$ cat src/oft_pkg.sv
// ----------------------------------------------------------------------------
// oft_pkg: open file offset table shared types
// Beat formats, operation and status codes, sequencer states and the
// control/flag bundles passed between the sequencer and the datapath.
// ----------------------------------------------------------------------------
package oft_pkg;

   localparam int KEY_IN_W    = 16;
   localparam int OFFSET_W    = 31;
   localparam int COUNT_OUT_W = 5;
   localparam int ACTION_W    = 3;
   localparam int STATUS_W    = 2;

   typedef enum logic [ACTION_W-1:0] {
      ACT_INSERT = 3'd0,
      ACT_REMOVE = 3'd1,
      ACT_GET    = 3'd2,
      ACT_SET    = 3'd3,
      ACT_CLEAR  = 3'd4
   } action_type;

   typedef enum logic [STATUS_W-1:0] {
      STAT_OK      = 2'd0,
      STAT_FULL    = 2'd1,
      STAT_MISSING = 2'd2
   } status_type;

   typedef struct packed {
      logic [ACTION_W-1:0] action;
      logic [KEY_IN_W-1:0] key_inode;
      logic [OFFSET_W-1:0] offset_in;
   } req_type;

   typedef struct packed {
      logic [STATUS_W-1:0]    status;
      logic [OFFSET_W-1:0]    offset_out;
      logic [COUNT_OUT_W-1:0] entry_count;
   } rsp_type;

   typedef enum logic [2:0] {
      S_IDLE,
      S_EXEC,
      S_SCAN_RD,
      S_SCAN_CMP,
      S_SHIFT_RD,
      S_SHIFT_WR
   } state_type;

   typedef enum logic {
      RD_IDX,
      RD_NEXT
   } rd_sel_type;

   typedef enum logic [1:0] {
      WR_INSERT,
      WR_SET,
      WR_SHIFT
   } wr_sel_type;

   typedef struct packed {
      logic       ld_req;
      logic       rd_en;
      rd_sel_type rd_sel;
      logic       we;
      wr_sel_type wr_sel;
      logic       idx_clr;
      logic       idx_inc;
      logic       cnt_inc;
      logic       cnt_dec;
      logic       cnt_clr;
      logic       finish;
      status_type status;
      logic       hit_out;
   } ctrl_type;

   typedef struct packed {
      logic [ACTION_W-1:0] action;
      logic                full;
      logic                empty;
      logic                hit;
      logic                last;
      logic                shift_last;
   } flags_type;

endpackage

$ cat src/oft_ram.sv
// ----------------------------------------------------------------------------
// oft_ram: generic single-port-write, single-port-read RAM
// One write and one registered read per cycle.
// ----------------------------------------------------------------------------
module oft_ram #(
   parameter int WIDTH = 47,
   parameter int DEPTH = 16
) (
   input  logic                                       clock,
   input  logic                                       we,
   input  logic [((DEPTH > 1) ? $clog2(DEPTH) : 1)-1:0] waddr,
   input  logic [WIDTH-1:0]                           wdata,
   input  logic                                       re,
   input  logic [((DEPTH > 1) ? $clog2(DEPTH) : 1)-1:0] raddr,
   output logic [WIDTH-1:0]                           rdata
);

   logic [WIDTH-1:0] mem_ff [DEPTH];
   logic [WIDTH-1:0] rdata_ff;

   always_ff @(posedge clock) begin
      if (we) begin
         mem_ff[waddr] <= wdata;
      end
      if (re) begin
         rdata_ff <= mem_ff[raddr];
      end
   end

   assign rdata = rdata_ff;

endmodule

$ cat src/oft_ctrl.sv
// ----------------------------------------------------------------------------
// oft_ctrl: open file offset table sequencer
// Walks the table one slot at a time for lookups and compaction.
// ----------------------------------------------------------------------------
module oft_ctrl (
   input  logic              clock,
   input  logic              reset,
   input  logic              start,
   input  oft_pkg::flags_type flags,
   output logic              busy,
   output oft_pkg::ctrl_type ctrl
);

   oft_pkg::state_type state_ff;
   oft_pkg::state_type state_in;

   always_ff @(posedge clock) begin
      if (reset) begin
         state_ff <= oft_pkg::S_IDLE;
      end else begin
         state_ff <= state_in;
      end
   end

   always_comb begin
      state_in = state_ff;
      case (state_ff)
         oft_pkg::S_IDLE: begin
            if (start) begin
               state_in = oft_pkg::S_EXEC;
            end
         end
         oft_pkg::S_EXEC: begin
            if ((flags.action inside {oft_pkg::ACT_REMOVE, oft_pkg::ACT_GET,
                                      oft_pkg::ACT_SET}) && !flags.empty) begin
               state_in = oft_pkg::S_SCAN_RD;
            end else begin
               state_in = oft_pkg::S_IDLE;
            end
         end
         oft_pkg::S_SCAN_RD: begin
            state_in = oft_pkg::S_SCAN_CMP;
         end
         oft_pkg::S_SCAN_CMP: begin
            if (flags.hit) begin
               if (flags.action == oft_pkg::ACT_REMOVE && !flags.last) begin
                  state_in = oft_pkg::S_SHIFT_RD;
               end else begin
                  state_in = oft_pkg::S_IDLE;
               end
            end else if (flags.last) begin
               state_in = oft_pkg::S_IDLE;
            end else begin
               state_in = oft_pkg::S_SCAN_RD;
            end
         end
         oft_pkg::S_SHIFT_RD: begin
            state_in = oft_pkg::S_SHIFT_WR;
         end
         oft_pkg::S_SHIFT_WR: begin
            if (flags.shift_last) begin
               state_in = oft_pkg::S_IDLE;
            end else begin
               state_in = oft_pkg::S_SHIFT_RD;
            end
         end
         default: begin
            state_in = oft_pkg::S_IDLE;
         end
      endcase
   end

   always_comb begin
      ctrl        = '0;
      ctrl.status = oft_pkg::STAT_OK;
      busy        = (state_ff != oft_pkg::S_IDLE);
      case (state_ff)
         oft_pkg::S_IDLE: begin
            ctrl.ld_req = start;
         end
         oft_pkg::S_EXEC: begin
            case (flags.action)
               oft_pkg::ACT_INSERT: begin
                  ctrl.finish = 1'b1;
                  if (flags.full) begin
                     ctrl.status = oft_pkg::STAT_FULL;
                  end else begin
                     ctrl.we      = 1'b1;
                     ctrl.wr_sel  = oft_pkg::WR_INSERT;
                     ctrl.cnt_inc = 1'b1;
                  end
               end
               oft_pkg::ACT_CLEAR: begin
                  ctrl.cnt_clr = 1'b1;
                  ctrl.finish  = 1'b1;
               end
               oft_pkg::ACT_REMOVE, oft_pkg::ACT_GET, oft_pkg::ACT_SET: begin
                  if (flags.empty) begin
                     ctrl.status = oft_pkg::STAT_MISSING;
                     ctrl.finish = 1'b1;
                  end else begin
                     ctrl.idx_clr = 1'b1;
                  end
               end
               default: begin
                  ctrl.finish = 1'b1;
               end
            endcase
         end
         oft_pkg::S_SCAN_RD: begin
            ctrl.rd_en  = 1'b1;
            ctrl.rd_sel = oft_pkg::RD_IDX;
         end
         oft_pkg::S_SCAN_CMP: begin
            if (flags.hit) begin
               case (flags.action)
                  oft_pkg::ACT_GET: begin
                     ctrl.hit_out = 1'b1;
                     ctrl.finish  = 1'b1;
                  end
                  oft_pkg::ACT_SET: begin
                     ctrl.we     = 1'b1;
                     ctrl.wr_sel = oft_pkg::WR_SET;
                     ctrl.finish = 1'b1;
                  end
                  oft_pkg::ACT_REMOVE: begin
                     if (flags.last) begin
                        ctrl.cnt_dec = 1'b1;
                        ctrl.finish  = 1'b1;
                     end
                  end
                  default: begin
                     ctrl.finish = 1'b1;
                  end
               endcase
            end else if (flags.last) begin
               ctrl.status = oft_pkg::STAT_MISSING;
               ctrl.finish = 1'b1;
            end else begin
               ctrl.idx_inc = 1'b1;
            end
         end
         oft_pkg::S_SHIFT_RD: begin
            ctrl.rd_en  = 1'b1;
            ctrl.rd_sel = oft_pkg::RD_NEXT;
         end
         oft_pkg::S_SHIFT_WR: begin
            ctrl.we     = 1'b1;
            ctrl.wr_sel = oft_pkg::WR_SHIFT;
            if (flags.shift_last) begin
               ctrl.cnt_dec = 1'b1;
               ctrl.finish  = 1'b1;
            end else begin
               ctrl.idx_inc = 1'b1;
            end
         end
         default: begin
            ctrl = '0;
         end
      endcase
   end

endmodule

$ cat src/oft_dpath.sv
// ----------------------------------------------------------------------------
// oft_dpath: open file offset table datapath
// Request register, slot index, entry count, the shared key comparator,
// RAM address/data selection and the result register.
// ----------------------------------------------------------------------------
module oft_dpath #(
   parameter int TABLE_DEPTH = 16,
   parameter int KEY_BITS    = 16,
   localparam int AW     = (TABLE_DEPTH > 1) ? $clog2(TABLE_DEPTH) : 1,
   localparam int CNT_W  = $clog2(TABLE_DEPTH + 1),
   localparam int DATA_W = KEY_BITS + oft_pkg::OFFSET_W
) (
   input  logic               clock,
   input  logic               reset,
   input  oft_pkg::req_type   req_data,
   input  oft_pkg::ctrl_type  ctrl,
   output oft_pkg::flags_type flags,
   output logic               ram_we,
   output logic [AW-1:0]      ram_waddr,
   output logic [DATA_W-1:0]  ram_wdata,
   output logic               ram_re,
   output logic [AW-1:0]      ram_raddr,
   input  logic [DATA_W-1:0]  ram_rdata,
   output logic               rsp_valid,
   output oft_pkg::rsp_type   rsp_data
);

   localparam int EXT_W = CNT_W + 1;
   localparam int OW    = oft_pkg::OFFSET_W;
   localparam int CW    = oft_pkg::COUNT_OUT_W;

   oft_pkg::req_type req_ff;
   logic [AW-1:0]    idx_ff;
   logic [AW-1:0]    idx_in;
   logic [CNT_W-1:0] cnt_ff;
   logic [CNT_W-1:0] cnt_in;
   logic             rsp_valid_ff;
   oft_pkg::rsp_type rsp_data_ff;
   oft_pkg::rsp_type rsp_data_in;

   logic [KEY_BITS-1:0] key_cmp;
   logic [KEY_BITS-1:0] rd_key;
   logic [OW-1:0]       rd_offs;
   logic [EXT_W-1:0]    idx_ext;
   logic [EXT_W-1:0]    cnt_ext;
   logic [CW-1:0]       cnt_out;

   if (KEY_BITS > oft_pkg::KEY_IN_W) begin : g_key_wide
      assign key_cmp = {{(KEY_BITS - oft_pkg::KEY_IN_W){1'b0}}, req_ff.key_inode};
   end else if (KEY_BITS == oft_pkg::KEY_IN_W) begin : g_key_same
      assign key_cmp = req_ff.key_inode;
   end else begin : g_key_narrow
      assign key_cmp = req_ff.key_inode[KEY_BITS-1:0];
   end

   if (CNT_W >= CW) begin : g_cnt_wide
      assign cnt_out = cnt_in[CW-1:0];
   end else begin : g_cnt_narrow
      assign cnt_out = {{(CW - CNT_W){1'b0}}, cnt_in};
   end

   assign rd_key  = ram_rdata[DATA_W-1:OW];
   assign rd_offs = ram_rdata[OW-1:0];
   assign idx_ext = {{(EXT_W - AW){1'b0}}, idx_ff};
   assign cnt_ext = {1'b0, cnt_ff};

   assign flags.action     = req_ff.action;
   assign flags.full       = (cnt_ff == CNT_W'(TABLE_DEPTH));
   assign flags.empty      = (cnt_ff == '0);
   assign flags.hit        = (rd_key == key_cmp);
   assign flags.last       = ((idx_ext + EXT_W'(1)) >= cnt_ext);
   assign flags.shift_last = ((idx_ext + EXT_W'(2)) >= cnt_ext);

   always_comb begin
      idx_in = idx_ff;
      if (ctrl.idx_clr) begin
         idx_in = '0;
      end else if (ctrl.idx_inc) begin
         idx_in = idx_ff + AW'(1);
      end
   end

   always_comb begin
      cnt_in = cnt_ff;
      if (ctrl.cnt_clr) begin
         cnt_in = '0;
      end else if (ctrl.cnt_inc) begin
         cnt_in = cnt_ff + CNT_W'(1);
      end else if (ctrl.cnt_dec) begin
         cnt_in = cnt_ff - CNT_W'(1);
      end
   end

   always_comb begin
      ram_we    = ctrl.we;
      ram_re    = ctrl.rd_en;
      ram_waddr = idx_ff;
      ram_wdata = ram_rdata;
      case (ctrl.wr_sel)
         oft_pkg::WR_INSERT: begin
            ram_waddr = cnt_ff[AW-1:0];
            ram_wdata = {key_cmp, req_ff.offset_in};
         end
         oft_pkg::WR_SET: begin
            ram_wdata = {rd_key, req_ff.offset_in};
         end
         oft_pkg::WR_SHIFT: begin
            ram_wdata = ram_rdata;
         end
         default: begin
            ram_wdata = ram_rdata;
         end
      endcase
      if (ctrl.rd_sel == oft_pkg::RD_NEXT) begin
         ram_raddr = idx_ff + AW'(1);
      end else begin
         ram_raddr = idx_ff;
      end
   end

   always_comb begin
      rsp_data_in.status      = ctrl.status;
      rsp_data_in.offset_out  = ctrl.hit_out ? rd_offs : '0;
      rsp_data_in.entry_count = cnt_out;
   end

   always_ff @(posedge clock) begin
      if (reset) begin
         cnt_ff       <= '0;
         rsp_valid_ff <= 1'b0;
      end else begin
         cnt_ff       <= cnt_in;
         rsp_valid_ff <= ctrl.finish;
      end
   end

   always_ff @(posedge clock) begin
      idx_ff <= idx_in;
      if (ctrl.ld_req) begin
         req_ff <= req_data;
      end
      if (ctrl.finish) begin
         rsp_data_ff <= rsp_data_in;
      end
   end

   assign rsp_valid = rsp_valid_ff;
   assign rsp_data  = rsp_data_ff;

endmodule

$ cat src/open_file_offset_table_top.sv
// ----------------------------------------------------------------------------
// open_file_offset_table_top: table of open files with compacting remove
// Usage: drive req_data and raise start; the beat is taken at an edge where
// start is high and busy is low. busy stays high until the operation ends.
// Each beat yields exactly one result beat on rsp_data, marked by rsp_valid
// for a single cycle; the receiver cannot stall it.
// Steps after accept: insert, clear, an unknown code and a lookup on an empty
// table finish in the execute state; get/set/remove scan slots 0..k up to
// the matching slot k; remove then moves each later entry down one slot;
// a miss scans every entry. Each slot visited takes a registered read of the
// entry RAM, then the shared key compare or the shift write-back.
// A new beat may be accepted in the cycle that shows the previous result.
// Reset empties the table (count to zero); entry storage is not cleared
// and needs no clearing pass.
// ----------------------------------------------------------------------------
module open_file_offset_table_top #(
   parameter int TABLE_DEPTH = 16,
   parameter int KEY_BITS    = 16
) (
   input  logic             clock,
   input  logic             reset,
   input  logic             start,
   output logic             busy,
   input  oft_pkg::req_type req_data,
   output logic             rsp_valid,
   output oft_pkg::rsp_type rsp_data
);

   localparam int AW     = (TABLE_DEPTH > 1) ? $clog2(TABLE_DEPTH) : 1;
   localparam int DATA_W = KEY_BITS + oft_pkg::OFFSET_W;

   oft_pkg::ctrl_type  ctrl;
   oft_pkg::flags_type flags;
   logic               ram_we;
   logic [AW-1:0]      ram_waddr;
   logic [DATA_W-1:0]  ram_wdata;
   logic               ram_re;
   logic [AW-1:0]      ram_raddr;
   logic [DATA_W-1:0]  ram_rdata;

   oft_ctrl u_ctrl (
      .clock (clock),
      .reset (reset),
      .start (start),
      .flags (flags),
      .busy  (busy),
      .ctrl  (ctrl)
   );

   oft_dpath #(
      .TABLE_DEPTH (TABLE_DEPTH),
      .KEY_BITS    (KEY_BITS)
   ) u_dpath (
      .clock     (clock),
      .reset     (reset),
      .req_data  (req_data),
      .ctrl      (ctrl),
      .flags     (flags),
      .ram_we    (ram_we),
      .ram_waddr (ram_waddr),
      .ram_wdata (ram_wdata),
      .ram_re    (ram_re),
      .ram_raddr (ram_raddr),
      .ram_rdata (ram_rdata),
      .rsp_valid (rsp_valid),
      .rsp_data  (rsp_data)
   );

   oft_ram #(
      .WIDTH (DATA_W),
      .DEPTH (TABLE_DEPTH)
   ) u_ram (
      .clock (clock),
      .we    (ram_we),
      .waddr (ram_waddr),
      .wdata (ram_wdata),
      .re    (ram_re),
      .raddr (ram_raddr),
      .rdata (ram_rdata)
   );

endmodule

$ cat config.mk
export PLATFORM = sky130hd
export DESIGN_NAME = open_file_offset_table_top
export DESIGN_NICKNAME = d
export VERILOG_FILES = /design/src/oft_pkg.sv /design/src/oft_ram.sv /design/src/oft_ctrl.sv /design/src/oft_dpath.sv /design/src/open_file_offset_table_top.sv
export SDC_FILE = /design/constraint.sdc
export NUM_CORES = 1
export LEC_CHECK = 0
export ABC_AREA = 1
export BUFFER_PORTS_ARGS = -buffer_cell sky130_fd_sc_hd__buf_4
export CELL_PAD_IN_SITES_DETAIL_PLACEMENT = 1
export CELL_PAD_IN_SITES_GLOBAL_PLACEMENT = 1
export CORE_ASPECT_RATIO = 0.9
export CORE_MARGIN = 5
export CORE_UTILIZATION = 45
export CTS_CLUSTER_DIAMETER = 40
export DETAILED_ROUTE_END_ITERATION = 10
export PLACE_DENSITY_LB_ADDON = 0.1
export SETUP_SLACK_MARGIN = 0.02
export SYNTH_ARGS = -nofsm -noshare
export SYNTH_HDL_FRONTEND = slang
export SYNTH_SLANG_ARGS = --single-unit
$ cat constraint.sdc
create_clock -name clock -period 5.2 [get_ports clock]
set_input_delay 1.04 -clock clock [delete_from_list [all_inputs] [get_ports clock]]
set_output_delay 1.04 -clock clock [all_outputs]
set_load 0.005 [all_outputs]
==> Word-level counts from Yosys, hierarchy flattened <==
Memories as Yosys holds them, arrays and structs flattened. A register that Yosys moved wholly into a read port is not among the register bits.
Cells that the tools add are included.
{ "classes": {"add_sub_neg": 5, "magnitude_cmp": 2, "eq_ne": 13, "n_mux": 52, "n_reduce_logical": 11} }
{ "op_table": {"columns": ["operator", "count"], "rows": [
  ["case mux 47 bit (2 select lines)", 1],
  ["two-way mux 3 bit", 10],
  ["two-way mux 1 bit", 25],
  ["case mux 3 bit (6 select lines)", 1],
  ["== test 16 bit", 1],
  ["two-way mux 5 bit", 3],
  ["== test 3 x 2 -> 1 bit, second input constant", 4],
  [">= comparator 6 x 5 -> 1 bit", 2],
  ["case mux 2 bit (2 select lines)", 3],
  ["== test 3 bit, second input constant", 3],
  ["case mux 3 bit (3 select lines)", 1],
  ["two-way mux 4 bit", 2],
  ["== test 3 x 1 -> 1 bit, second input constant", 2],
  ["logical NOT 3 bit", 2],
  ["two-way mux 2 bit", 3],
  ["nonzero test 3 bit", 2],
  ["adder 4 x 1 -> 5 bit, second input constant", 1],
  ["adder 4 x 2 -> 5 bit, second input constant", 1],
  ["adder 5 x 1 -> 5 bit, second input constant", 1],
  ["== test 5 bit, second input constant", 1],
  ["logical NOT 5 bit", 1],
  ["subtractor 5 x 1 -> 5 bit, second input constant", 1],
  ["adder 4 x 1 -> 4 bit, second input constant", 1],
  ["case mux 1 bit (2 select lines)", 2],
  ["other kinds (7)", 9]
]} }
{ "word_totals": {"regBits": 101, "ram_bits": 752, "out_inout_bits": 40, "elab_cells": 94, "n_memories": 1} }
{ "memory_table": {"columns": ["memory", "depth", "word_bits", "read_ports", "rd_clocked_by_memory_dff", "wr", "line_no", "text"], "rows": [
  ["u_ram.mem_ff", 16, 47, 1, 1, 1, "oft_ram.sv:18", "logic [WIDTH-1:0] mem_ff [DEPTH];"]
]} }

==> Logic depth before layout (Yosys ltp) <==
Gate-level depths: netlist of run 1.
{ "logic_depth": {"ltp_word": 9, "mapped_depth": 17} }

==> By module <==
A second synthesis of run 1 with hierarchy kept.
{ "unflattened": {"cells_unflattened": 3552, "area_unflattened_um2": 38720.9} }
{ "modules_own_cells": {"columns": ["mod", "n_inst", "cells_per_inst", "area_each_um2", "seq_area_each_um2"], "rows": [
  ["oft_ram", 1, 3100, 33747.4, 23993.0],
  ["oft_dpath", 1, 384, 4621.9, 2842.7],
  ["oft_ctrl", 1, 68, 351.6, 60.1]
]} }

==> Worst setup path after synthesis of run 1 <==
OpenSTA, ideal clock, no wires.
{ "synth_timing": {"kind": "register to register", "start": "register u_ctrl.state_ff[1]", "end": "memory u_ram.mem_ff[10][0], enable pin", "setup_ps": 452, "arrival_ps": 3544, "required_ps": 4748, "setup_slack_ps": 1204, "stages_incl_launch_ff": 12, "path_buffers": 1, "synth_period_minus_slack_ps": 3996, "path_cell_list": "dfxtp_1 > inv_2 > nor3_2 > inv_2 > nor3_2 > nand3_1 > nand2_2 > buf_6 > nand2_1 > o21ai_2 > nand3_2 > nor2_1"} }
{ "synth_via": {"elab_chain_len": 4} }
{ "synth_rtl": {"columns": ["element", "line_no", "text"], "rows": [
  ["start: declaration", "oft_ctrl.sv:14", "oft_pkg::state_type state_ff;"],
  ["start signal: assignment", "oft_ctrl.sv:19", "state_ff <= oft_pkg::S_IDLE;"],
  ["start signal: assignment", "oft_ctrl.sv:21", "state_ff <= state_in;"],
  ["== test 3 bit (tied with other cells)", "oft_ctrl.sv:77", "case (state_ff)"],
  ["case mux 3 bit (3 select lines) (*)", "oft_ctrl.sv:77", null],
  ["logical NOT 2 bit or two-way mux 1 bit (tied branches)", "oft_dpath.sv:99, oft_ram.sv:22", null],
  ["two-way mux 4 bit or two-way mux 1 bit (tied branches)", "oft_dpath.sv:99, oft_ram.sv:23", null],
  ["end: declaration", "oft_ram.sv:18", null]
]} }
Every way passes the cells marked *; elsewhere a longest branch is shown, timed or not.

==> Worst setup path after layout of run 1 <==
{ "layout_timing": {"start": "register u_ctrl.state_ff[1]", "end": "memory u_ram.mem_ff[12][14], enable pin"} }
The elaborated chain is that of the path after synthesis.

==> metrics.md, run 1 <==
| Metric | Value |
|---|---|
| #FFs+latches synth | `900` |
| Commonest non-fill, non-tap cells in the layout | `edfxtp_1 (887), o21ai_0 (352), nor2_1 (302)` |
| Initial antenna violation count | `1` |
| Max incr delay on CP | `just under 600 ps` |
| Crit Path Category | `flip-flop to flip-flop` |
| Final setup fails | `0` |
| Status | `finished clean` |
| Critical path startpoint category | `flip-flop` |
| Critical Path End Type | `flip-flop` |
| Dpl hpwl | `between 50000 and 60000 microns` |
| DRC | `0` |
| CORE AREA | `roughly 79000 sq um` |
| Clk slew on worst S/H paths | `50 ps` |
| Ys async rst share | `0%` |
| Drt total wl | `100800 microns` |
| Register-to-Register Path Depth | `12` |
| Internal power | `around 14 mW` |
| Clk pwr share | `47.7%` |
| Worst-skew pair later-pin latency | `about 700 ps` |
| Cell Pwr Density | `423.6 nW/um^2` |
| Mapped Cells | `2675` |
| IO buf count | `92` |
| Die X | `307.5 microns` |
| Synth Cell Area | `35850 sq um` |
| P_sw | `4.210 mW` |
| TritonCTS clock tree | `built` |
| Die Height | `between 200 and 300 microns` |
| Slowest stage cell, crit path | `nor2_4` |
| Num CTS Buffers | `about 120` |
| Logic pwr share | `under 10%` |
| Post-Syn Area per Cell | `13.40 sq um` |
| Synth-to-Final Area Change | `18.41%` |
| CTS root buffer | `clkbuf_16` |
| First-pass GRT wire length | `roughly 150000 microns` |
| CP startpoint | `u_ctrl.state_ff[1]` |
| Final Core Density | `53.59%` |
| Crit Reg-Reg Startpoint | `u_ctrl.state_ff[1]` |
| Fmax | `0.2694 GHz` |
| Slew headroom | `a little under an eighth` |
| Hold WS | `438.8 ps` |
| Setup crit end | `u_ram.mem_ff[12][14]` |
| Min cycle time layout | `roughly 3700 ps` |
| Worst-path maximum fanout | `35` |
| Setup TNS | `0 ps` |
| Nets | `2890` |
| H-Tree Level Count | `3` |
| Global route total overflow | `0` |
| Ys flop type | `edfxtp_1` |
| Post-place setup slack | `between 1500 and 2000 ps` |
| Initial Utilization | `45.25%` |
| Die ar. | `85410 sq um` |
| Drt pass-1 iters | `5` |
| Final ANT Viol Nets | `0` |
| Ports | `93` |
| Vias per std cell | `5.703` |
| Largest area contributor in the netlist | `edfxtp_1` |
| Drt first-iter violations | `1819` |
| Synth area leaders | `edfxtp_1 (74%), o21ai_0 (5.0%), nor2_1 (3.3%)` |
| Worst-path cell chain | `inv_2 -> nor3_2 -> inv_2 -> nor3_2 -> nand3_1 -> nand2_2 -> buf_4 -> nand2_1 -> o21ai_2 -> nand3_2 -> nor2_4 -> buf_12` |
| Most common cell after layout, fill and taps aside | `edfxtp_1` |
| Post CTS Setup Buffer Count | `0` |
| EDFF count, synth | `887` |
| Layout cells sized above 1 | `~15%` |
| Sequential share of power | `45.1%` |
| Placer Congestion | `0.7780` |
| Pins Over Slew Limit | `0` |
| Filler cells | `between 7000 and 8000` |
| # rows | `98` |
| Worst Tran Pin Value | `1312 ps` |
| Yosys warns | `0` |
| Multi-input logic area | `just under 8000 sq um` |
| Netlist cell types | `37` |
| Post_cts resized | `0` |
| Total GRT Usage | `23.28%` |
| Final worst slack | `1488 ps` |
| Vias | `22700` |
| Worst Hold Class | `flip-flop to flip-flop` |
| R2R setup slack | `1490 ps` |
| DR WL/cell | `25.32 microns` |
| Crit path DAT | `4060 ps` |
| Final design area excluding fillers | `~42000 sq um` |
| Sw Ratio | `23.42%` |
| Post-synth top area share | `between 70% and 80%` |
| Placed cell areas | `38190 sq um` |
| Peak VDD IR | `0.0002939 V` |
| R2r endpoint | `u_ram.mem_ff[12][14]` |
| Sequential area share after synthesis | `75.03%` |
| Largest net degree at the start of global routing | `about 190` |
| Worst EP required | `between 5000 and 6000 ps` |
| Max-cap violation count | `0` |
| Maximum clock path buffer count | `3` |
| Hold buffer count at CTS | `0` |
| Syn nets | `2742` |
| Total area of sequential cells | `26900 sq um` |
| Pleak | `14.39 nW` |
| Final hold violations | `0` |
| RSZ-0062 raised after global routing | `no` |
| Clock Skews | `19.74 ps` |
| CTS Sinks | `900` |
| Vias in the first global route | `23920` |
| Crit share post-route | `a little under three quarters` |
## critical path: cells and delay by family, from the launching register on
family / cells / cell delay [ps]
flip-flops: 1 / 420
buffers and inverters: 4 / 920
AND/OR/NAND/NOR: 7 / 1880
AO/OA/AOI/OAI: 1 / 100
## routing by layer
| metal | share of wire, % | GRT usage, % |
|---|---|---|
| met3 | 4.5 | 3.359 |
| met4 | 2.0 | 5.423 |
| met5 | 0 | 0 |
| met1 | 44 | 32.53 |
| met2 | 49 | 39.04 |
## kinds of logic (layout without fill, tap and decap cells)
group                    count (synthesis)  in the layout  share of synthesized area [%]
AO/OA/AOI/OAI                          782            782                          13.13
XOR/XNOR                                 2              2                         0.1012
adder cells (fa/ha/maj)                 14             14                         0.4887
buffers and inverters                  321            575                          3.749
flip-flops                             900            900                          75.03
other                                    0              1                              0
AND/OR/NAND/NOR                        656            656                          7.504
## worst min path at each step
stage | from | endpoint | slack (ps) | depth (start not counted)
floorplan | u_ctrl.state_ff[0] | u_ctrl.state_ff[0] | 410 | 1
global placement | u_ctrl.state_ff[0] | u_ctrl.state_ff[0] | 420 | 1
detailed placement | u_ctrl.state_ff[0] | u_ctrl.state_ff[0] | 430 | 1
CTS | u_ctrl.state_ff[0] | u_ctrl.state_ff[0] | 440 | 1
global route | u_ctrl.state_ff[0] | u_ctrl.state_ff[0] | 460 | 1
finish | u_ctrl.state_ff[0] | u_ctrl.state_ff[0] | 440 | 1
## sequential cells by signal, indices dropped and copies added, names as in the netlist
| name | cells |
|---|---|
| u_ram.mem_ff | 752 |
| u_dpath.key_cmp | 16 |
| u_ram.rdata | 47 |
| u_dpath.cnt_ff | 5 |
| u_dpath.req_ff | 31 |
| u_dpath.flags | 3 |
| u_dpath.idx_ff | 4 |
| u_dpath.rsp_valid | 1 |
| u_ctrl.state_ff | 3 |
| u_dpath.rsp_data | 38 |
## final cells by class
type / count / area share [%]
antenna: 1 / 0.005896
clock buffer: 134 / 7.399
clock inverter: 95 / 2.615
inverter: 154 / 1.374
multi-input combinational: 1454 / 18.34
sequential: 900 / 63.37
tap: 1050 / 3.095
timing repair buffer: 192 / 3.809
## per-stage QoR
step,power [mW],std cells
finish,17.98,3980
global route,18.62,3979
CTS,18.14,3979
detailed placement,9.560,3750
global placement,9.522,3750
floorplan,9.054,2675
## cells in the mapped netlist, types with 13 or more instances
master,number
o211ai_1,141
buf_2,49
dfxtp_1,13
clkbuf_1,82
o21ai_0,355
nor2_1,319
buf_4,14
o221ai_1,47
o21ai_1,129
buf_1,17
nand3_1,111
edfxtp_1,887
inv_1,145
nand2_1,202
o21bai_1,95
ha_1,14
## power groups by stage
stage / clock network [mW] / logic (mW) / registers, mW
2_1_floorplan: 0 / 0.795 / 8.26
3_3_place_gp: 0 / 1.27 / 8.25
3_5_place_dp: 0 / 1.30 / 8.26
4_1_cts: 8.72 / 1.31 / 8.11
5_1_grt: 9.08 / 1.43 / 8.11
6_report: 8.58 / 1.29 / 8.11
Power figures use the tool's default switching activity.
==> run 2, diff against run 1 <==
- ABC_AREA: 1 -> 0
- clock period: 5.2 -> 3.3 ns (I/O delays scaled with it)
==> run 2 against run 1 <==
  * Design area decreased by 0.17%
  * Total power increased by 50%
  * Sequential share of layout area increased by 0.11 points
  * Via count decreased by 24%
  * Flip-flop and latch count unchanged
  * Non-clock buffer count increased by 27
  * Critical path depth decreased by 2
  * Worst hold slack got worse by 300 ps
  * Combinational power decreased by 58%
  * Largest cell class unchanged
  * Highest routed layer unchanged
==> metrics.md, run 2 <==
| Metric | Value |
|---|---|
| CTS Sinks | `900 (unchanged)` |
| DRC | `0 (unchanged)` |
| Initial Utilization | `45.30% (+0.049 points)` |
| TritonCTS clock tree | `built` |
| Die ar. | `82310 sq um (-3.6%)` |
| Sw Ratio | `20.68% (-2.7 points)` |
| Synth-to-Final Area Change | `22.82%` |
| Final design area excluding fillers | `42370 sq um (-0.17%)` |
| Number of flip-flops in the largest register | `752 (unchanged)` |
| DR WL/cell | `27.76 microns (+9.7%)` |
| Hold buffer count at CTS | `0 (unchanged)` |
| Internal power | `21.33 mW (+55%)` |
| Sequential area share after synthesis | `77.96% (+2.9 points)` |
| Fin cells | `3060 (-23%)` |
| CP bufs+invs | `3 (-1)` |
| EDFF count, synth | `887 (unchanged)` |
| Worst EP required | `3670 ps (-1870 ps)` |
| Nets | `2000 (-31%)` |
| Slew headroom | `48.66% (+37 points)` |
| Worst Hold Class | `primary input to flip-flop` |
| Clk slew on worst S/H paths | `60 ps (about the same)` |
| Clock Skews | `26.74 ps (+7.007 ps)` |
| H-Tree Level Count | `4 (+1)` |
| First-pass GRT wire length | `126400 microns (-17%)` |
| Initial antenna violation count | `2 (+1)` |
| CTS root buffer | `clkbuf_16` |
| Drt total wl | `84950 microns (-16%)` |
| Most common cell in the netlist | `edfxtp_1` |
| Syn nets | `1732 (-37%)` |
| Global route total overflow | `0 (unchanged)` |
| Netlist cell types | `55 (+49%)` |
| Sequential share of power | `47.3% (+2.2 points)` |
| Biggest register | `u_ram.mem_ff` |
| Mapped Cells | `1665 (-38%)` |
| Crit path DAT | `3520 ps (-540 ps)` |
| Filler cells | `6668 (-15%)` |
| Crit Path Category | `flip-flop to flip-flop` |
| #FFs+latches synth | `900 (unchanged)` |
| Total GRT Usage | `20.95% (-2.3 points)` |
| Min cycle time layout | `3151 ps (-560.6 ps)` |
| # rows | `96 (-2.0%)` |
| Synth area leaders | `edfxtp_1 (77%), mux4_2 (12%), a22oi_1 (2.0%)` |
| Worst-skew pair later-pin latency | `700 ps (+20 ps)` |
| Maximum clock path buffer count | `3 (unchanged)` |
| Clk pwr share | `50.7% (+3.0 points)` |
| Vias | `17360 (-24%)` |
| Vias in the first global route | `18720 (-22%)` |
| Crit share post-route | `95.48% (+24 points)` |
| Logic pwr share | `2.0% (-5.2 points)` |
| RSZ-0062 raised after global routing | `no` |
| Placed cell areas | `37890 sq um (-0.79%)` |
| CORE AREA | `76150 sq um (-3.9%)` |
| Dpl cells | `2819 (-25%)` |
| Die X | `301.9 microns (-1.8%)` |
| Pleak | `14.38 nW (-0.11%)` |
| Final hold violations | `0 (unchanged)` |
| Yosys warns | `0 (unchanged)` |
| Slowest stage cell, crit path | `or3b_1` |
| P_sw | `5.561 mW (+32%)` |
| Most common cell after layout, fill and taps aside | `edfxtp_1` |
| Worst-path cell chain | `xnor2_1 -> nand4_1 -> nor4_4 -> buf_4 -> and4b_1 -> a21oi_2 -> or3b_1 -> buf_4 -> o32ai_4 -> clkbuf_16` |
| Cell Pwr Density | `634.7 nW/um^2 (+50%)` |
| Synth top cells by count | `edfxtp_1 (887), mux4_2 (188), nand2_1 (162), a22oi_1 (94), clkbuf_1 (48)` |
| Fmax | `0.3174 GHz (+18%)` |
| Drt first-iter violations | `1555 (-15%)` |
| Num CTS Buffers | `130 (+7.4%)` |
| Placer Congestion | `0.7497 (-3.6%)` |
| Dpl hpwl | `50520 microns (-4.1%)` |
| Critical Path End Type | `flip-flop` |
| Largest net degree at the start of global routing | `51 (-73%)` |
| Status | `finished clean` |
| Critical path startpoint category | `flip-flop` |
| Die Height | `272.7 microns (-1.8%)` |
| Max-cap violation count | `0 (unchanged)` |
| Cell family with most CP delay | `simple AND/OR/NAND/NOR gates` |
| Worst-path maximum fanout | `24 (-31%)` |
| Final setup fails | `0 (unchanged)` |
| Drt pass-1 iters | `5 (unchanged)` |
| Post-synth top area share | `77.20% (+2.9 points)` |
| Diodes inserted | `0 (-1)` |
| Most used cell, CP | `buf_4` |
| Largest area contributor in the netlist | `edfxtp_1` |
| Commonest non-fill, non-tap cells in the layout | `edfxtp_1 (887), mux4_2 (188), buf_4 (169)` |
| Final ANT Viol Nets | `0 (unchanged)` |
| Ys async rst share | `0% (unchanged)` |
| Post-Syn Area per Cell | `20.72 sq um (+55%)` |
| Ports | `93 (unchanged)` |
| Pins Over Slew Limit | `0 (unchanged)` |
| Layout cells sized above 1 | `32.79% (+18 points)` |
| Synth Cell Area | `34500 sq um (-3.8%)` |
| Vias per std cell | `5.674 (-0.51%)` |
| Tot Pwr | `26.89 mW (+50%)` |
| Worst Tran Pin Value | `768.2 ps (-543.3 ps)` |
| Max incr delay on CP | `440 ps (-150 ps)` |
| Ys flop type | `edfxtp_1` |
| IO buf count | `92 (unchanged)` |
| Peak VDD IR | `0.0004444 V (+51%)` |
## run 2: cell types whose count changed in the layout (fill, tap and decap cells not counted), sizes merged, moves of 26 or more
| cell | change |
|---|---|
| inv | -133 |
| and2 | +31 |
| nand3 | -105 |
| o21ai | -471 |
| nor2 | -293 |
| buf | +26 |
| o21bai | -95 |
| a22oi | +94 |
| o211ai | -136 |
| nand2 | -42 |
| mux4 | +188 |
| o221ai | -47 |
## run 2: cell families (layout without fill, tap and decap cells)
kind of cell    after synthesis  after routing  share of synthesized area [%]
compound gates              145            145                          3.057
flops                       900            900                          77.96
simple gates                280            280                          3.801
xor+xnor                     25             25                         0.6564
fa+ha+maj                    14             14                         0.5077
buf+inv                      94            460                          1.131
mux                         207            207                          12.89
## run 2: path summary, 6_finish.rpt
check | start | endpoint | slack (ps) | cells after the start
max | u_dpath.key_cmp[9] | u_ram.mem_ff[4][19] | 150 | 10
min | req_data[45] | u_dpath.key_cmp[14] | 130 | 1
max reg2reg | u_dpath.key_cmp[9] | u_ram.mem_ff[4][19] | 150 | 10
min reg2reg | u_ram.rdata[6] | u_dpath.rsp_data[11] | 550 | 1
## run 2: power groups by stage
stage,registers (mW),clock network (mW),logic (mW)
final,12.7,13.6,0.538
after global routing,12.7,14.6,0.581
after CTS,12.7,14.0,0.549
after detailed placement,12.9,0,0.551
after global placement,12.9,0,0.533
after floorplan,12.9,0,0.245
## run 2: per-stage QoR
step	hold slack (ps)	worst slack (ps)	util (%)	setup TNS, ps
final	134.4	149.1	55.64	0
after global placement	532.2	156.2	49.76	0
after detailed placement	539.8	66.60	49.76	0
after CTS	77.04	23.22	55.49	0
after floorplan	504.0	-304.1	-	-95370
after global routing	95.05	16.32	55.64	0
## run 2: cell type report
class	count	area, sq um	share of cell area [%]
timing repair buffer	219	2270	5.357
sequential	900	26900	63.48
clock inverter	86	903.4	2.132
multi-input combinational	671	7541	17.80
tap	1029	1287	3.039
clock buffer	144	3433	8.103
inverter	11	41.29	0.09745
## run 2: routing by layer
metal | vias up | share of wire (%) | track usage, %
li1 | 7436 | - | -
met1 | 9275 | 43 | 29.41
met2 | 518 | 50 | 34.38
met3 | 134 | 5.2 | 3.575
met4 | 0 | 1.9 | 5.828
met5 | - | 0 | 0
## run 2: timing repair
item / in CTS / in global routing
cloned: 0 / 1
pin swaps: 2 / 4
resized for setup: 0 / 3
endpoints found under the setup margin: 11 / 332
hold endpoints to repair: 0 / 0
setup buffers: 2 / 8
==> run 3, diff against run 2 <==
- clock period: 3.3 -> 3.4 ns (I/O delays scaled with it)
==> run 3 against run 2 <==
  * Register-to-register slack gained 30 ps
  * Core utilization down 0.60 points
  * Highest routed layer unchanged
  * Clock power down 7%
  * Sequential power down 3%
  * Largest power group unchanged
  * Critical path depth fell by 2
  * Sequential share of layout area is 0.69 points higher
  * Clock-buffer cell count fell by 14
  * Flip-flop and latch count stayed put
  * Setup slack better by 31 ps
  * Cell count down 0.72%
  * Via count barely moved
==> metrics.md, run 3 (same netlist as run 2, synthesis figures left out) <==
| Metric | Value |
|---|---|
| Final Core Density | `55.04% (-0.60 points)` |
| Pins Over Slew Limit | `0 (unchanged)` |
| Post CTS Setup Buffer Count | `0 (-2)` |
| Max incr delay on CP | `570 ps (+130 ps)` |
| Min cycle time layout | `3220 ps (+68.91 ps)` |
| Post-place setup slack | `230.1 ps (+163.5 ps)` |
| DRC | `0 (unchanged)` |
| Fin cells | `3038 (-0.72%)` |
| CP startpoint | `u_dpath.key_cmp[6]` |
| Drt first-iter violations | `1470 (-5.5%)` |
| Total GRT Usage | `21.21% (+0.26 points)` |
| Ports | `93 (unchanged)` |
| Max-cap violation count | `0 (unchanged)` |
| Die X | `301.9 microns (unchanged)` |
| DR WL/cell | `28.42 microns (+2.4%)` |
| Vias | `17370 (+0.023%)` |
| Slew headroom | `41.74% (-6.9 points)` |
| Status | `finished clean` |
| Synth-to-Final Area Change | `21.50%` |
| Peak VDD IR | `0.0004183 V (-5.9%)` |
| Worst EP required | `3760 ps (+90 ps)` |
| Hold Path Stages | `1 (unchanged)` |
| Final setup fails | `0 (unchanged)` |
| RSZ-0062 raised after global routing | `no` |
| Final hold violations | `0 (unchanged)` |
| Worst-path cell chain | `xnor2_1 -> nand4_1 -> nor4_4 -> and4b_1 -> a21oi_2 -> or3_1 -> o21ai_4 -> buf_12` |
| Worst-path maximum fanout | `22 (-8.3%)` |
| Die Height | `272.7 microns (unchanged)` |
| Multi-input logic area | `7520 sq um (-0.28%)` |
| CORE AREA | `76150 sq um (unchanged)` |
| Num CTS Buffers | `117 (-10%)` |
| Worst-skew pair later-pin latency | `680 ps (-20 ps)` |
| Hold buffer count at CTS | `0 (unchanged)` |
| Total area of sequential cells | `26900 sq um (unchanged)` |
| Slowest stage cell, crit path | `o21ai_4` |
| Post_cts resized | `0 (unchanged)` |
| Critical path startpoint category | `flip-flop` |
| CTS root buffer | `clkbuf_16` |
| Initial antenna violation count | `2 (unchanged)` |
| Cell family with most CP delay | `simple AND/OR/NAND/NOR gates` |
| TritonCTS clock tree | `built` |
| R2R setup slack | `180 ps (+30 ps)` |
| Cell Pwr Density | `609.9 nW/um^2 (-3.9%)` |
| Largest net degree at the start of global routing | `48 (-5.9%)` |
| Dpl hpwl | `53680 microns (+6.3%)` |
| Global route total overflow | `0 (unchanged)` |
| Critical Path End Type | `flip-flop` |
| Register-to-Register Path Depth | `8 (-2)` |
| Nets | `1976 (-1.2%)` |
| Most common cell after layout, fill and taps aside | `edfxtp_1` |
| Initial Utilization | `45.30% (unchanged)` |
| Drt pass-1 iters | `5 (unchanged)` |
| CTS Sinks | `900 (unchanged)` |
| Fmax | `0.3106 GHz (-2.1%)` |
| Commonest non-fill, non-tap cells in the layout | `edfxtp_1 (887), mux4_2 (188), buf_4 (169)` |
| R2r endpoint | `u_ram.mem_ff[2][36]` |
| Clk slew on worst S/H paths | `60 ps (about the same)` |
| Crit Reg-Reg Startpoint | `u_dpath.key_cmp[6]` |
| Worst Hold Class | `primary input to flip-flop` |
| Biggest register | `u_ram.mem_ff` |
| Crit path DAT | `3580 ps (+60 ps)` |
| Filler cells | `6624 (-0.66%)` |
| Setup TNS | `0 ps (unchanged)` |
| Diodes inserted | `0 (unchanged)` |
| Die ar. | `82310 sq um (unchanged)` |
| Layout cells sized above 1 | `32.11% (-0.69 points)` |
| Crit share post-route | `94.70% (-0.78 points)` |
| Maximum clock path buffer count | `3 (unchanged)` |
| H-Tree Level Count | `3 (-1)` |
| Vias per std cell | `5.717 (+0.75%)` |
| IO buf count | `92 (unchanged)` |
| Crit Path Category | `flip-flop to flip-flop` |
| Dpl cells | `2819 (unchanged)` |
| Hold endpoint | `u_dpath.req_ff[16]` |
| Number of flip-flops in the largest register | `752 (unchanged)` |
| Final worst slack | `180.1 ps (+31.09 ps)` |
| Hold Crit Start | `req_data[16]` |
| First-pass GRT wire length | `127900 microns (+1.1%)` |
| Drt total wl | `86330 microns (+1.6%)` |
| Final ANT Viol Nets | `0 (unchanged)` |
| # rows | `96 (unchanged)` |
| Vias in the first global route | `18560 (-0.90%)` |
| Clock Skews | `32.05 ps (+5.305 ps)` |
| Pleak | `14.11 nW (-1.9%)` |
| CP bufs+invs | `1 (-2)` |
| Worst Tran Pin Value | `871.9 ps (+103.7 ps)` |
| Placer Congestion | `0.7708 (+2.8%)` |
==> run 3: cell types whose count changed in the layout (fill, tap and decap cells not counted), moves of 3 or more <==
cell        previous run  this run
clkinv_2              13         9
inv_6                 17        13
clkinvlp_4            10        23
bufinv_16             11        18
inv_8                  8         0
buf_12                48        39
clkbuf_16            137       119
clkbuf_1               8        11
clkinv_1              16         9
clkinv_8               5         1
clkinv_4               6        14
==> run 3: metrics by stage <==
| step | power, mW | cell area [sq um] | hold slack (ps) |
|---|---|---|---|
| detailed placement | 13.09 | 37790 | 538.7 |
| global placement | 13.06 | 37790 | 529.8 |
| finish | 25.57 | 41920 | 174.3 |
| global route | 26.45 | 41920 | 129.3 |
| CTS | 25.85 | 41920 | 117.8 |
| floorplan | 12.79 | 34670 | 504.0 |
==> run 3: worst register-to-register path, stage by stage (launching register included) <==
cell and delay, ps:
edfxtp_1 400, xnor2_1 190, nand4_1 320, nor4_4 350, and4b_1 310, a21oi_2 100, or3_1 390, o21ai_4 570
buf_12 270
==> run 3: area by class of cell <==
class                           count  area share [%]
Clock buffer                      130           7.203
Clock inverter                     89           2.636
Inverter                           11         0.09850
Multi-Input combinational cell    671           17.94
Sequential cell                   900           64.16
Tap cell                         1029           3.071
Timing Repair Buffer              208           4.889
==> run 3: layer usage <==
metal  GRT usage, %  wire length [microns]
met3          5.306                   5674
met1          31.87                  39730
met4          4.356                   1535
met2          31.99                  39390
met5              0                      0
==> run 3: how the worst max path moves through the flow <==
stage / depth (start not counted) / endpoint
after floorplan: 6 / u_ram.mem_ff[0][0]
after global placement: 8 / u_ram.mem_ff[2][18]
after detailed placement: 8 / u_ram.mem_ff[2][24]
after CTS: 8 / u_ram.mem_ff[2][35]
after global routing: 8 / u_ram.mem_ff[2][35]
final: 8 / u_ram.mem_ff[2][36]
==> run 3: where the power goes <==
part	switching [mW]	internal, mW
logic	0.346	0.167
clock network	4.87	7.85
registers	0.0355	12.3
total	5.25	20.3
